--- config.mk ---
export PLATFORM = sky130hd
export DESIGN_NAME = http_response_parser
export DESIGN_NICKNAME = d
export VERILOG_FILES = /design/src/rtl/hrp_pkg.sv /design/src/rtl/hrp_num_step.sv /design/src/rtl/http_response_parser.sv
export SDC_FILE = /design/constraint.sdc
export NUM_CORES = 1
export LEC_CHECK = 0
export BUFFER_PORTS_ARGS = -buffer_cell sky130_fd_sc_hd__buf_2
export CAP_MARGIN = 20
export CELL_PAD_IN_SITES_DETAIL_PLACEMENT = 1
export CELL_PAD_IN_SITES_GLOBAL_PLACEMENT = 2
export CORE_ASPECT_RATIO = 0.7
export CORE_MARGIN = 1
export CORE_UTILIZATION = 40
export CTS_CLUSTER_SIZE = 20
export DETAILED_ROUTE_END_ITERATION = 10
export HOLD_SLACK_MARGIN = 0.05
export PLACE_DENSITY = 0.83
export SLEW_MARGIN = 20
export SYNTH_ARGS = -nofsm -noshare
export SYNTH_HDL_FRONTEND = slang
export SYNTH_SLANG_ARGS = --single-unit
--- constraint.sdc ---
create_clock -name clk -period 17.24 [get_ports clk]
set_input_delay 0.862 -clock clk [delete_from_list [all_inputs] [get_ports clk]]
set_output_delay 0.862 -clock clk [all_outputs]
set_load 0.1 [all_outputs]
--- src/rtl/hrp_pkg.sv ---
`timescale 1ns / 1ps
// ----------------------------------------------------------------------------
// hrp_pkg
// Types, codes and constants shared by the HTTP response parser modules.
// ----------------------------------------------------------------------------
package hrp_pkg;

	localparam int MAX_LINE_DEF    = 256;
	localparam int LENGTH_BITS_DEF = 32;

	localparam logic [1:0] OP_DATA    = 2'd0;
	localparam logic [1:0] OP_EOS     = 2'd1;
	localparam logic [1:0] OP_ERROR   = 2'd2;
	localparam logic [1:0] OP_RESTART = 2'd3;

	localparam logic [2:0] ST_OK     = 3'd0;
	localparam logic [2:0] ST_RECV   = 3'd1;
	localparam logic [2:0] ST_HEADER = 3'd2;
	localparam logic [2:0] ST_STATUS = 3'd3;
	localparam logic [2:0] ST_NOLEN  = 3'd4;
	localparam logic [2:0] ST_TRUNC  = 3'd5;

	localparam logic [7:0] CH_NUL   = 8'h00;
	localparam logic [7:0] CH_TAB   = 8'h09;
	localparam logic [7:0] CH_LF    = 8'h0a;
	localparam logic [7:0] CH_CR    = 8'h0d;
	localparam logic [7:0] CH_SPACE = 8'h20;
	localparam logic [7:0] CH_PLUS  = 8'h2b;
	localparam logic [7:0] CH_MINUS = 8'h2d;
	localparam logic [7:0] CH_0     = 8'h30;
	localparam logic [7:0] CH_9     = 8'h39;
	localparam logic [7:0] CH_UC_A  = 8'h41;
	localparam logic [7:0] CH_UC_Z  = 8'h5a;
	localparam logic [7:0] CASE_OFS = 8'h20;

	localparam logic [3:0] STATUS_PFX_LEN = 4'd7;
	localparam logic [3:0] LENGTH_PFX_LEN = 4'd15;
	localparam logic [8*8-1:0]  STATUS_PFX = "http/1. ";
	localparam logic [16*8-1:0] LENGTH_PFX = "content-length: ";

	localparam logic [9:0] CODE_MAX   = 10'd999;
	localparam logic [9:0] CODE_OK_LO = 10'd200;
	localparam logic [9:0] CODE_OK_HI = 10'd300;

	typedef enum logic [1:0] {
		NUM_SKIP,
		NUM_SIGN,
		NUM_DIGITS,
		NUM_END
	} num_mode_t;

	typedef struct packed {
		num_mode_t mode;
		logic      neg;
		logic      sat;
	} num_flags_t;

	typedef struct packed {
		logic [1:0] opcode;
		logic [7:0] data_byte;
	} in_t;

	typedef struct packed {
		logic        body_valid;
		logic [7:0]  body_octet;
		logic        done_res;
		logic [2:0]  status;
		logic [9:0]  response_code;
		logic [31:0] body_length;
		logic [31:0] body_count;
	} out_t;

	function automatic logic [7:0] to_lower(logic [7:0] c);
		return (c >= CH_UC_A && c <= CH_UC_Z) ? c + CASE_OFS : c;
	endfunction

	function automatic logic [7:0] pfx_char(logic is_status, logic [3:0] pos);
		logic [2:0] si;
		logic [3:0] li;
		si = 3'd7 - pos[2:0];
		li = 4'd15 - pos;
		return is_status ? STATUS_PFX[8*si +: 8] : LENGTH_PFX[8*li +: 8];
	endfunction

endpackage

--- src/rtl/hrp_num_step.sv ---
`timescale 1ns / 1ps
// ----------------------------------------------------------------------------
// hrp_num_step
// One character step of the decimal field reader: blanks, sign, digits,
// saturating at a cap.
// ----------------------------------------------------------------------------
module hrp_num_step #(
	parameter int ACC_W = hrp_pkg::LENGTH_BITS_DEF
) (
	input  hrp_pkg::num_flags_t num,
	input  logic [ACC_W-1:0]    acc,
	input  logic [ACC_W-1:0]    cap,
	input  logic [7:0]          ch,
	output hrp_pkg::num_flags_t num_next,
	output logic [ACC_W-1:0]    acc_next
);

	logic             blank;
	logic             digit;
	logic [3:0]       dval;
	logic [ACC_W+3:0] prod;

	assign blank = (ch == hrp_pkg::CH_SPACE) ||
		(ch >= hrp_pkg::CH_TAB && ch <= hrp_pkg::CH_CR);
	assign digit = (ch >= hrp_pkg::CH_0) && (ch <= hrp_pkg::CH_9);
	assign dval  = 4'(ch - hrp_pkg::CH_0);
	assign prod  = ({4'd0, acc} << 3) + ({4'd0, acc} << 1) + (ACC_W+4)'(dval);

	always_comb begin
		num_next = num;
		acc_next = acc;
		if (num.mode == hrp_pkg::NUM_SKIP && blank) begin
			num_next = num;
		end else if (num.mode == hrp_pkg::NUM_SKIP &&
				(ch == hrp_pkg::CH_PLUS || ch == hrp_pkg::CH_MINUS)) begin
			num_next.neg  = (ch == hrp_pkg::CH_MINUS);
			num_next.mode = hrp_pkg::NUM_SIGN;
		end else if (num.mode != hrp_pkg::NUM_END && digit) begin
			if (num.mode != hrp_pkg::NUM_DIGITS) begin
				acc_next      = ACC_W'(dval);
				num_next.mode = hrp_pkg::NUM_DIGITS;
			end else if (prod > {4'd0, cap}) begin
				acc_next     = cap;
				num_next.sat = 1'b1;
			end else begin
				acc_next = prod[ACC_W-1:0];
			end
		end else begin
			num_next.mode = hrp_pkg::NUM_END;
		end
	end

endmodule

--- src/rtl/http_response_parser.sv ---
`timescale 1ns / 1ps
// ----------------------------------------------------------------------------
// http_response_parser
// HTTP/1.x response parser: status line and header checks, Content-Length
// capture, body pass-through with byte count and final status.
// ----------------------------------------------------------------------------
// Takes one received byte or stream event per cycle. Each transfer lands in
// an input register and is parsed in a single pass of logic into the result
// register. The per-byte parse step sets the rate of one item per clock;
// rx_ready drops only while the result register holds a result that has not
// been taken and the waiting item would produce another one.
module http_response_parser #(
	parameter int MAX_LINE    = hrp_pkg::MAX_LINE_DEF,
	parameter int LENGTH_BITS = hrp_pkg::LENGTH_BITS_DEF
) (
	input  logic          clk,
	input  logic          arst_n,
	input  logic          rx_valid,
	output logic          rx_ready,
	input  hrp_pkg::in_t  rx_item,
	output logic          res_valid,
	input  logic          res_ready,
	output hrp_pkg::out_t res_item
);

	localparam int LC_W = $clog2(MAX_LINE);
	localparam logic [LC_W-1:0] LC_LIMIT = LC_W'(MAX_LINE - 1);

	typedef enum logic [1:0] {
		PH_STATUS,
		PH_HEAD,
		PH_BODY,
		PH_DONE
	} phase_t;

	// input stage
	logic         valid_s1;
	hrp_pkg::in_t item_s1;
	logic [7:0]   ch;
	logic         adv;

	// parser state
	phase_t                 phase_q, phase_d;
	logic [LC_W-1:0]        lc_q, lc_d;
	logic [3:0]             pos_q, pos_d;
	logic                   alive_q, alive_d;
	logic                   space_q, space_d;
	logic                   cr_q, cr_d;
	logic                   tend_q, tend_d;
	hrp_pkg::num_flags_t    num_q, num_d;
	logic [LENGTH_BITS-1:0] acc_q, acc_d;
	logic [9:0]             code_q, code_d;
	logic [LENGTH_BITS-1:0] len_q, len_d;
	logic                   lseen_q, lseen_d;
	logic [LENGTH_BITS-1:0] rcv_q, rcv_d;

	// result register
	logic          res_valid_q;
	hrp_pkg::out_t res_q, res_d, res_full;
	logic          produce;

	// absorbed byte
	logic                   is_status;
	logic [3:0]             plen;
	logic [LENGTH_BITS-1:0] cap;
	hrp_pkg::num_flags_t    feed_num;
	logic [LENGTH_BITS-1:0] feed_acc;
	logic [LC_W-1:0]        ab_lc;
	logic [3:0]             ab_pos;
	logic                   ab_alive, ab_space, ab_tend;
	hrp_pkg::num_flags_t    ab_num;
	logic [LENGTH_BITS-1:0] ab_acc;

	// line end
	logic                   le_sel;
	logic [LC_W-1:0]        le_lc;
	logic                   le_cr, le_alive, le_space;
	logic [3:0]             le_pos;
	hrp_pkg::num_flags_t    le_num;
	logic [LENGTH_BITS-1:0] le_acc;
	logic                   eff_zero, hdr_ok, code_ok, len_hit;
	logic [9:0]             code_new;
	logic [LENGTH_BITS-1:0] len_new;
	logic                   el_fin, el_clear, el_code_we, el_len_we;
	logic                   el_to_head, el_to_body;
	logic [2:0]             el_st;
	logic                   run_el, eos;
	logic [LENGTH_BITS-1:0] rcv_inc;
	logic [31:0]            len_out, rcv_out;

	assign ch       = item_s1.data_byte;
	assign adv      = valid_s1 && (!produce || !res_valid_q || res_ready);
	assign rx_ready = !valid_s1 || adv;
	assign res_valid = res_valid_q;
	assign res_item  = res_q;

	always_ff @(posedge clk or negedge arst_n) begin
		if (!arst_n) begin
			valid_s1 <= 1'b0;
		end else if (rx_ready) begin
			valid_s1 <= rx_valid;
		end
	end

	always_ff @(posedge clk) begin
		if (rx_valid && rx_ready) begin
			item_s1 <= rx_item;
		end
	end

	// absorb one line byte
	assign is_status = (phase_q == PH_STATUS);
	assign plen      = is_status ? hrp_pkg::STATUS_PFX_LEN : hrp_pkg::LENGTH_PFX_LEN;
	assign cap       = is_status ? LENGTH_BITS'(hrp_pkg::CODE_MAX) : '1;

	hrp_num_step #(
		.ACC_W(LENGTH_BITS)
	) u_num (
		.num      (num_q),
		.acc      (acc_q),
		.cap      (cap),
		.ch       (ch),
		.num_next (feed_num),
		.acc_next (feed_acc)
	);

	always_comb begin
		ab_lc    = lc_q + 1'b1;
		ab_pos   = pos_q;
		ab_alive = alive_q;
		ab_space = space_q;
		ab_tend  = tend_q;
		ab_num   = num_q;
		ab_acc   = acc_q;
		if (!tend_q) begin
			if (ch == hrp_pkg::CH_NUL) begin
				ab_tend = 1'b1;
				if (pos_q < plen) begin
					ab_alive = 1'b0;
				end
			end else if (alive_q) begin
				if (pos_q < plen) begin
					if (hrp_pkg::to_lower(ch) != hrp_pkg::pfx_char(is_status, pos_q)) begin
						ab_alive = 1'b0;
					end else begin
						ab_pos = pos_q + 1'b1;
					end
				end else if (is_status && !space_q) begin
					ab_space = (ch == hrp_pkg::CH_SPACE);
				end else begin
					ab_num = feed_num;
					ab_acc = feed_acc;
				end
			end
		end
	end

	// line end decision
	assign le_sel   = (item_s1.opcode == hrp_pkg::OP_DATA) && (ch != hrp_pkg::CH_LF);
	assign le_lc    = le_sel ? ab_lc : lc_q;
	assign le_cr    = le_sel ? (ch == hrp_pkg::CH_CR) : cr_q;
	assign le_alive = le_sel ? ab_alive : alive_q;
	assign le_space = le_sel ? ab_space : space_q;
	assign le_pos   = le_sel ? ab_pos : pos_q;
	assign le_num   = le_sel ? ab_num : num_q;
	assign le_acc   = le_sel ? ab_acc : acc_q;

	assign eff_zero = (le_lc == '0) || (le_lc == LC_W'(1) && le_cr);
	assign hdr_ok   = le_alive && le_pos == hrp_pkg::STATUS_PFX_LEN && le_space;
	assign code_new = le_num.neg ? 10'd0 : le_acc[9:0];
	assign code_ok  = !le_num.neg && le_acc >= LENGTH_BITS'(hrp_pkg::CODE_OK_LO) &&
		le_acc < LENGTH_BITS'(hrp_pkg::CODE_OK_HI);
	assign len_hit  = le_alive && le_pos == hrp_pkg::LENGTH_PFX_LEN;
	assign len_new  = le_num.sat ? '1 : (le_num.neg ? LENGTH_BITS'(0) - le_acc : le_acc);

	always_comb begin
		el_fin     = 1'b0;
		el_st      = hrp_pkg::ST_OK;
		el_clear   = 1'b0;
		el_code_we = 1'b0;
		el_len_we  = 1'b0;
		el_to_head = 1'b0;
		el_to_body = 1'b0;
		if (is_status) begin
			if (!hdr_ok) begin
				el_fin = 1'b1;
				el_st  = hrp_pkg::ST_HEADER;
			end else begin
				el_code_we = 1'b1;
				if (!code_ok) begin
					el_fin = 1'b1;
					el_st  = hrp_pkg::ST_STATUS;
				end else begin
					el_to_head = 1'b1;
					el_clear   = 1'b1;
				end
			end
		end else if (eff_zero) begin
			el_clear = 1'b1;
			if (!lseen_q) begin
				el_fin = 1'b1;
				el_st  = hrp_pkg::ST_NOLEN;
			end else if (len_q == '0) begin
				el_fin = 1'b1;
				el_st  = hrp_pkg::ST_OK;
			end else begin
				el_to_body = 1'b1;
			end
		end else begin
			el_len_we = len_hit;
			el_clear  = 1'b1;
		end
	end

	// next state and result
	assign rcv_inc = rcv_q + 1'b1;

	always_comb begin
		phase_d = phase_q;
		lc_d    = lc_q;
		pos_d   = pos_q;
		alive_d = alive_q;
		space_d = space_q;
		cr_d    = cr_q;
		tend_d  = tend_q;
		num_d   = num_q;
		acc_d   = acc_q;
		code_d  = code_q;
		len_d   = len_q;
		lseen_d = lseen_q;
		rcv_d   = rcv_q;
		produce = 1'b0;
		run_el  = 1'b0;
		eos     = 1'b0;
		res_d.body_valid = 1'b0;
		res_d.body_octet = 8'd0;
		res_d.done_res   = 1'b0;
		res_d.status     = hrp_pkg::ST_OK;
		if (item_s1.opcode == hrp_pkg::OP_RESTART) begin
			phase_d = PH_STATUS;
			lc_d    = '0;
			pos_d   = 4'd0;
			alive_d = 1'b1;
			space_d = 1'b0;
			cr_d    = 1'b0;
			tend_d  = 1'b0;
			num_d   = '{mode: hrp_pkg::NUM_SKIP, neg: 1'b0, sat: 1'b0};
			acc_d   = '0;
			code_d  = 10'd0;
			len_d   = '0;
			lseen_d = 1'b0;
			rcv_d   = '0;
		end else if (phase_q != PH_DONE) begin
			case (item_s1.opcode)
				hrp_pkg::OP_ERROR: begin
					phase_d = PH_DONE;
					produce = 1'b1;
					res_d.done_res = 1'b1;
					res_d.status   = hrp_pkg::ST_RECV;
				end
				hrp_pkg::OP_EOS: begin
					if (phase_q == PH_BODY) begin
						phase_d = PH_DONE;
						produce = 1'b1;
						res_d.done_res = 1'b1;
						res_d.status   = hrp_pkg::ST_TRUNC;
					end else if (lc_q == '0) begin
						phase_d = PH_DONE;
						produce = 1'b1;
						res_d.done_res = 1'b1;
						res_d.status   = hrp_pkg::ST_RECV;
					end else begin
						run_el = 1'b1;
						eos    = 1'b1;
					end
				end
				hrp_pkg::OP_DATA: begin
					if (phase_q == PH_BODY) begin
						rcv_d   = rcv_inc;
						produce = 1'b1;
						res_d.body_valid = 1'b1;
						res_d.body_octet = ch;
						if (rcv_inc >= len_q) begin
							phase_d = PH_DONE;
							res_d.done_res = 1'b1;
						end
					end else if (ch == hrp_pkg::CH_LF) begin
						run_el = 1'b1;
					end else begin
						lc_d    = ab_lc;
						cr_d    = (ch == hrp_pkg::CH_CR);
						pos_d   = ab_pos;
						alive_d = ab_alive;
						space_d = ab_space;
						tend_d  = ab_tend;
						num_d   = ab_num;
						acc_d   = ab_acc;
						run_el  = (ab_lc >= LC_LIMIT);
					end
				end
				default: begin
				end
			endcase
			if (run_el) begin
				if (el_code_we) begin
					code_d = code_new;
				end
				if (el_len_we) begin
					len_d   = len_new;
					lseen_d = 1'b1;
				end
				if (el_clear) begin
					lc_d    = '0;
					pos_d   = 4'd0;
					alive_d = 1'b1;
					space_d = 1'b0;
					cr_d    = 1'b0;
					tend_d  = 1'b0;
					num_d   = '{mode: hrp_pkg::NUM_SKIP, neg: 1'b0, sat: 1'b0};
					acc_d   = '0;
				end
				if (el_to_head) begin
					phase_d = PH_HEAD;
				end
				if (el_to_body) begin
					phase_d = PH_BODY;
				end
				if (el_fin) begin
					phase_d = PH_DONE;
					produce = 1'b1;
					res_d.done_res = 1'b1;
					res_d.status   = el_st;
				end else if (eos) begin
					phase_d = PH_DONE;
					produce = 1'b1;
					res_d.done_res = 1'b1;
					res_d.status   = el_to_body ? hrp_pkg::ST_TRUNC : hrp_pkg::ST_RECV;
				end
			end
		end
		res_d.response_code = code_d;
		res_d.body_length   = 32'd0;
		res_d.body_count    = 32'd0;
	end

	// 32-bit view of length and count
	if (LENGTH_BITS > 32) begin : g_sat
		assign len_out = (|len_d[LENGTH_BITS-1:32]) ? '1 : len_d[31:0];
		assign rcv_out = (|rcv_d[LENGTH_BITS-1:32]) ? '1 : rcv_d[31:0];
	end else begin : g_ext
		assign len_out = 32'(len_d);
		assign rcv_out = 32'(rcv_d);
	end

	always_comb begin
		res_full             = res_d;
		res_full.body_length = len_out;
		res_full.body_count  = rcv_out;
	end

	always_ff @(posedge clk or negedge arst_n) begin
		if (!arst_n) begin
			phase_q     <= PH_STATUS;
			lc_q        <= '0;
			pos_q       <= 4'd0;
			alive_q     <= 1'b1;
			space_q     <= 1'b0;
			cr_q        <= 1'b0;
			tend_q      <= 1'b0;
			num_q       <= '{mode: hrp_pkg::NUM_SKIP, neg: 1'b0, sat: 1'b0};
			acc_q       <= '0;
			code_q      <= 10'd0;
			len_q       <= '0;
			lseen_q     <= 1'b0;
			rcv_q       <= '0;
			res_valid_q <= 1'b0;
		end else begin
			if (adv) begin
				phase_q <= phase_d;
				lc_q    <= lc_d;
				pos_q   <= pos_d;
				alive_q <= alive_d;
				space_q <= space_d;
				cr_q    <= cr_d;
				tend_q  <= tend_d;
				num_q   <= num_d;
				acc_q   <= acc_d;
				code_q  <= code_d;
				len_q   <= len_d;
				lseen_q <= lseen_d;
				rcv_q   <= rcv_d;
			end
			if (adv && produce) begin
				res_valid_q <= 1'b1;
				res_q       <= res_full;
			end else if (res_ready) begin
				res_valid_q <= 1'b0;
			end
		end
	end

	a_body_has_length: assert property (@(posedge clk) disable iff (!arst_n)
		phase_q == PH_BODY |-> lseen_q && len_q != '0)
		else $error("body phase without a declared nonzero length");

	a_count_below_length: assert property (@(posedge clk) disable iff (!arst_n)
		phase_q == PH_BODY |-> rcv_q < len_q)
		else $error("body count reached length without finishing");

	a_line_cut: assert property (@(posedge clk) disable iff (!arst_n)
		phase_q != PH_DONE |-> lc_q < LC_LIMIT)
		else $error("line length passed the cut limit");

	a_done_holds: assert property (@(posedge clk) disable iff (!arst_n)
		adv && produce && res_d.done_res |=> phase_q == PH_DONE)
		else $error("finished response not in done phase");

endmodule
* Word-level counts from Yosys, hierarchy flattened
Cells that the tools add are included.
** Operators by class
- $add $sub $neg :: 10
- Magnitude comparators :: 12
- Equal/unequal tests :: 17
- Shift-type cells :: 2
- Muxes and demuxes :: 194
- Bitwise operators :: 3
- Reduce and logical (&&, ||, !) cells :: 45
** Operator list (number)
- two-way mux 32 bit :: 29
- two-way mux 4 bit :: 32
- variable part select 128 x 8 -> 8 bit, first input constant :: 1
- two-way mux 1 bit :: 91
- two-way mux 8 bit :: 10
- variable part select 64 x 7 -> 8 bit, first input constant :: 1
- two-way mux 10 bit :: 6
- adder 35 x 33 -> 36 bit :: 1
- adder 36 x 4 -> 36 bit :: 1
- greater-than comparator 36 x 32 -> 1 bit :: 1
- two-way mux 2 bit :: 17
- adder 32 x 1 -> 32 bit, second input constant :: 1
- greater-or-equal comparator 32 bit :: 1
- greater-or-equal comparator 32 x 8 -> 1 bit, second input constant :: 1
- logical NOT 32 bit :: 1
- < comparator 32 x 9 -> 1 bit, second input constant :: 1
- subtractor 1 x 32 -> 32 bit, first input constant :: 1
- == test 8 x 6 -> 1 bit, second input constant :: 3
- logical NOT 8 bit :: 3
- logical AND 1 bit :: 17
- == test 8 x 4 -> 1 bit, second input constant :: 2
- two-way mux 3 bit :: 4
- adder 8 x 1 -> 8 bit, second input constant :: 1
- adder 8 x 6 -> 8 bit, second input constant :: 1
- 34 further kinds :: 56
** Word-level totals
- Register bits after elaboration :: 228
- Input bits :: 14
- Output and inout port bits :: 89
- Logic and storage cells :: 309

* Longest topological paths before layout
- Word-level depth :: 30
- Depth in mapped cells :: 32
- Mapped depth without buffers :: 31

* By module
A second synthesis with hierarchy kept.
** Unflattened totals
- Cells, all modules :: 1942
- Area, all modules :: 17505.5 um^2
** By module, submodules not included
- http_response_parser :: times used 1, cells each 1438, area an instance 13750.7 um^2, seq. area each 6192.2 um^2
- hrp_num_step :: times used 1, cells each 504, area an instance 3754.9 um^2, seq. area each 0.0 um^2

* Least setup slack after synthesis
Ideal clock, no wire load.
- Kind :: reg2reg
- From :: reg item_s1 (netlist bit ch[3])
- To :: reg res_q (netlist bit res_item[0]) (enable)
- Library setup time :: 0.456 ns
- Data arrival time :: 9.326 ns
- Required time :: 16.784 ns
- Slack :: 7.458 ns
- Cell stages (with the launch flop) :: 26
- Buffers on the path :: 3
- Period minus slack after synthesis :: 9.782 ns
- Cell sequence :: edfxtp_1 -> fa_1 -> fa_1 -> a21o_1 -> a221o_2 -> a31oi_1 -> a2111oi_0 -> or3_1 -> and2_1 -> ha_1 -> nand4_1 -> nor2_1 -> nand4_1 -> or4_1 -> or4_4 -> a211oi_2 -> buf_4 -> o31ai_1 -> a32o_1 -> nor3_1 -> nand4b_1 -> o41ai_4 -> o21a_1 -> clkbuf_1 -> buf_2 -> and3_1
** On the way
- Cells in the longest elaborated chain, start to end :: 30
- Elaborated cells between the ends (all ways) :: 98
- Those cells by class :: 3 x add/sub; 9 x order compare; 9 x eq/ne; 53 x mux; 24 x reduce/logical
** RTL lines
- start: declaration :: RTL line http_response_parser.sv:38 : hrp_pkg::in_t item_s1;
- start signal: assignment :: RTL line http_response_parser.sv:107 : item_s1 <= rx_item;
- subtractor 4 x 1 -> 4 bit :: RTL line hrp_num_step.sv:26 : assign dval = 4'(ch - hrp_pkg::CH_0);
- adder 36 x 4 -> 36 bit :: RTL line hrp_num_step.sv:27 : assign prod = ({4'd0, acc} << 3) + ({4'd0, acc} << 1) + (ACC_W+4)'(dval);
- greater-than comparator 36 x 32 -> 1 bit :: RTL line hrp_num_step.sv:42 : end else if (prod > {4'd0, cap}) begin
- two-way mux 32 bit :: RTL line hrp_num_step.sv:42
- two-way mux 32 bit :: RTL line hrp_num_step.sv:39 : if (num.mode != hrp_pkg::NUM_DIGITS) begin
- two-way mux 32 bit :: RTL line hrp_num_step.sv:38 : end else if (num.mode != hrp_pkg::NUM_END && digit) begin
- two-way mux 32 bit :: RTL line hrp_num_step.sv:34 : end else if (num.mode == hrp_pkg::NUM_SKIP &&
- two-way mux 32 bit :: RTL line hrp_num_step.sv:32 : if (num.mode == hrp_pkg::NUM_SKIP && blank) begin
- (+13 left out)
- two-way mux 1 bit (*) :: RTL line http_response_parser.sv:304 : if (run_el) begin
- two-way mux 1 bit (*) :: RTL line http_response_parser.sv:253 : end else if (phase_q != PH_DONE) begin
- two-way mux 1 bit (*) :: RTL line http_response_parser.sv:239 : if (item_s1.opcode == hrp_pkg::OP_RESTART) begin
- logical NOT 1 bit :: RTL line http_response_parser.sv:92 : assign adv = valid_s1 && (!produce || !res_valid_q || res_ready);
- logical OR 1 bit (2 in series) :: RTL line http_response_parser.sv:92
- logical AND 1 bit :: RTL line http_response_parser.sv:92
- logical AND 1 bit (*) :: RTL line http_response_parser.sv:393 : if (adv && produce) begin
- AND reduction 2 bit (no line) (*)
- end signal: assignment :: RTL line http_response_parser.sv:395 : res_q <= res_full;
- end: declaration :: RTL line http_response_parser.sv:59 : hrp_pkg::out_t res_q, res_d, res_full;
Every way passes the cells marked *; elsewhere a longest branch is shown, timed or not. The select of a mux whose other input is x is not followed.
A chain may end at the register's enable or synchronous reset.

* Worst setup path in the final report
- From :: reg item_s1 (netlist bit ch[3])
- To :: out rx_ready
** On the way
- Cells in the longest elaborated chain, start to end :: 29
- Elaborated cells between the ends (all ways) :: 97
- Those cells by class :: 3 x add/sub; 9 x order compare; 9 x eq/ne; 53 x mux; 23 x reduce/logical
** RTL lines
- subtractor 4 x 1 -> 4 bit :: RTL line hrp_num_step.sv:26
- adder 36 x 4 -> 36 bit :: RTL line hrp_num_step.sv:27
- greater-than comparator 36 x 32 -> 1 bit :: RTL line hrp_num_step.sv:42
- two-way mux 32 bit :: RTL line hrp_num_step.sv:42
- two-way mux 32 bit :: RTL line hrp_num_step.sv:39
- two-way mux 32 bit :: RTL line hrp_num_step.sv:38
- two-way mux 32 bit :: RTL line hrp_num_step.sv:34
- two-way mux 32 bit :: RTL line hrp_num_step.sv:32
- (+12 left out)
- two-way mux 1 bit :: RTL line http_response_parser.sv:328 : if (el_fin) begin
- two-way mux 1 bit (*) :: RTL line http_response_parser.sv:304
- two-way mux 1 bit (*) :: RTL line http_response_parser.sv:253
- two-way mux 1 bit (*) :: RTL line http_response_parser.sv:239
- logical NOT 1 bit (*) :: RTL line http_response_parser.sv:92
- logical OR 1 bit (*) (2 in series) :: RTL line http_response_parser.sv:92
- logical AND 1 bit (*) :: RTL line http_response_parser.sv:92
- logical OR 1 bit (*) :: RTL line http_response_parser.sv:93 : assign rx_ready = !valid_s1 || adv;
- end: declaration :: RTL line http_response_parser.sv:19 : output logic rx_ready,
Marked as above.

==> impl_metrics.ini <==
[clock_tree]
cts_resized = 0
clkLatencyLatePin_ns = 0.54
htreeDepth = 1
postCtsSetupBuffers = 0
cts_sinks = 228
ctsRootBufferMaster = clkbuf_16
cts_buffers = 25
cts.hold.buffers_added = 0
cts_tree = built
clk_pin_slew_ns = 0.06
clockBufferDepth = 3

[power_and_ir_drop]
power_density_mw_per_mm2 = 73.43
peakVddDrop_mv = 0.06577
p_total_mw = 1.381
power.leakage_nw = 8.086

[timing]
clock_skew_ns = 0.01865
fmax_ghz = 0.08975
rsz0062_at_grt = no
fin_crit_ns = 11.14
hold_slack_ns = 0.3365
period_share = 0.6463
setup_viol = 0
slew-limit-headroom = 0.2640
slew_viol_final = 0
max_slew.worst_pin.slew_ns = 1.097
finalSetupTns_ns = 0
hold_viol_final = 0

[layout]
nFillCells = 4876
nNetsFinal = 2119
drive_gt1_frac = 0.1225
final_cell_mix = nor2_1, nand2_1, a21oi_1, ha_1, dfrtp_1
mostFrequentLayoutCell = nor2_1
syn2layout_area_growth_pct = 10.06
diodes = 0

[job]
cap_viol_max_count = 0

[run_status]
outcome = finished, final reports clean

[synth]
synth_top_area_frac = 0.1903
netlist_area_mm2 = 0.01709
yosysWarnings = 0
yosysUniqueCellTypes = 88
synthCells = 1920
yosysSeqAreaShare = 0.3622
synth_top_area_cell = dfrtp_1
synth_nets = 2073
async_reset_ff_frac = 0.5746
syn_area_per_cell_um2 = 8.903
synth_area_leaders = dfrtp_1, edfxtp_1, ha_1
synth-seq-cells = 228
synth_edf_count = 97
synthFlopType = dfrtp_1

[detailed_routing]
vias = 15580
ant_nets = 0
met2_length_um = 25200
wl_per_cell_um = 23.70
first_pass_iters = 5
wl_met3_um = 3354
drc = 0
wl_um = 59910
routed_via_density = 6.163
drt_iter0_drc = 1412
highest_layer = met4
wl_met1_um = 30190

[place]
hpwl_um = 45130
place.port_buffers = 102
gp_congestion = 0.9164

[setup_path]
critPathRequiredTime_ns = 16.38
worstSetupStartpointType = flop
cp-end-kind = output pin
crit_type = reg2out
critPathMaxFanout = 26
critPathArrivalTime_ns = 10.28

[floorplanning]
fp.dieH_um = 175.0
core_mm2 = 0.04158
fp.dieArea_mm2 = 0.04358
start_util = 0.4111
boundaryPins = 103
core.rowCount = 62
die_w_um = 249.1

[worst_hold_path]
hold_class = in2async

[grt]
grt_pass1_vias = 15692
grt_pass1_wl_um = 93290
groute.usage.overall = 0.2720
overflow = 0
antenna_found_initial = 0
grt_max_degree = 71
[routing by layer]
layer	vias up	global-route usage
met4	0	0.05890
met5	-	0
li1	7203	-
met1	7868	0.4141
met2	440	0.4037
met3	69	0.04022
[logic make-up (layout without fill, tap and decap cells)]
kind of cell / count (synthesis) / after routing / share of synthesized area
DFF: 228 / 228 / 0.3622
AOI/OAI and AO/OA: 527 / 527 / 0.2083
and+or+nand+nor: 683 / 683 / 0.1932
muxes: 55 / 55 / 0.03587
buffers and inverters: 176 / 240 / 0.04040
xor gates and xnor gates: 112 / 112 / 0.05739
adders and majority gates: 139 / 139 / 0.1026
[worst max-delay path, cell delays in order (launching register included)]
cell and delay [ns]:
edfxtp_1 0.62, fa_1 0.61, fa_1 0.48, a21o_1 0.19, a221o_2 0.40, a31oi_1 0.58
a2111oi_0 0.24, or3_1 0.36, and2_1 0.20, ha_1 0.28, nand4_1 0.09, nor2_1 0.26
nand4_1 0.16, or4_1 0.56, or4_4 0.52, a211oi_2 0.74, nor3_2 0.09, buf_4 0.27
a311oi_1 0.53, nor4bb_1 0.43, nand4b_1 0.53, o41ai_4 0.67, o21ai_0 0.28, nand3_1 0.18
buf_2 0.44
[where the power goes]
| group | total [mW] | switching (mW) | internal [mW] |
|---|---|---|---|
| registers | 0.607 | 0.0216 | 0.585 |
| logic | 0.263 | 0.195 | 0.0681 |
| clock network | 0.512 | 0.231 | 0.281 |
| total | 1.38 | 0.447 | 0.934 |
[worst paths after layout]
kind	from	end	slack, ns	depth (start not counted)
setup reg to reg	ch[3]	res_item[69]	6.12	24
setup / recovery	ch[3]	rx_ready	6.10	24
hold reg to reg	code_q[4]	code_q[4]	0.51	1
hold / removal	arst_n	pos_q[0]	0.34	1
min in group clk	rx_item[1]	ch[1]	0.50	1
max in group asynchronous	arst_n	rcv_q[30]	15.45	2
[cells in the mapped netlist, types with 32 or more instances]
cell and n:
dfrtp_1 130, nor3_1 49, xor2_1 57, o21ai_0 110, nand3_1 56, and3_1 32, xnor2_1 55, inv_1 72
nand2_1 182, edfxtp_1 97, a21oi_1 136, ha_1 137, nor2_1 188, a211oi_1 33, mux2_2 50, nand4_1 33
clkbuf_1 82
[through the flow]
stage,instances,cell area (um^2),setup WS [ns],utilization
finish,2528,18810,6.098,0.4525
global route,2528,18810,5.533,0.4525
CTS,2528,18800,6.293,0.4521
detailed placement,2483,18050,6.377,0.4340
global placement,2483,18050,6.711,0.4340
floorplan,1920,17090,7.458,-
[final cells by class]
type | count | area [um^2] | share of cell area
sequential | 228 | 6192 | 0.3291
multi-input combinational | 1516 | 10240 | 0.5446
clock buffer | 36 | 696.9 | 0.03704
tap | 544 | 680.7 | 0.03618
clock inverter | 9 | 53.80 | 0.002860
inverter | 72 | 270.3 | 0.01437
timing repair buffer | 123 | 674.4 | 0.03585
[sequential cells by signal (all words and copies together) (netlist names)]
name	count
acc_q	32
alive_q	1
ch	8
code_q	10
cr_q	1
item_s1	2
lc_q	8
len_q	32
lseen_q	1
num_q	4
phase_q	2
pos_q	4
rcv_q	32
res_item	87
res_valid	1
space_q	1
tend_q	1
valid_s1	1
Power figures use the tool's default switching activity.
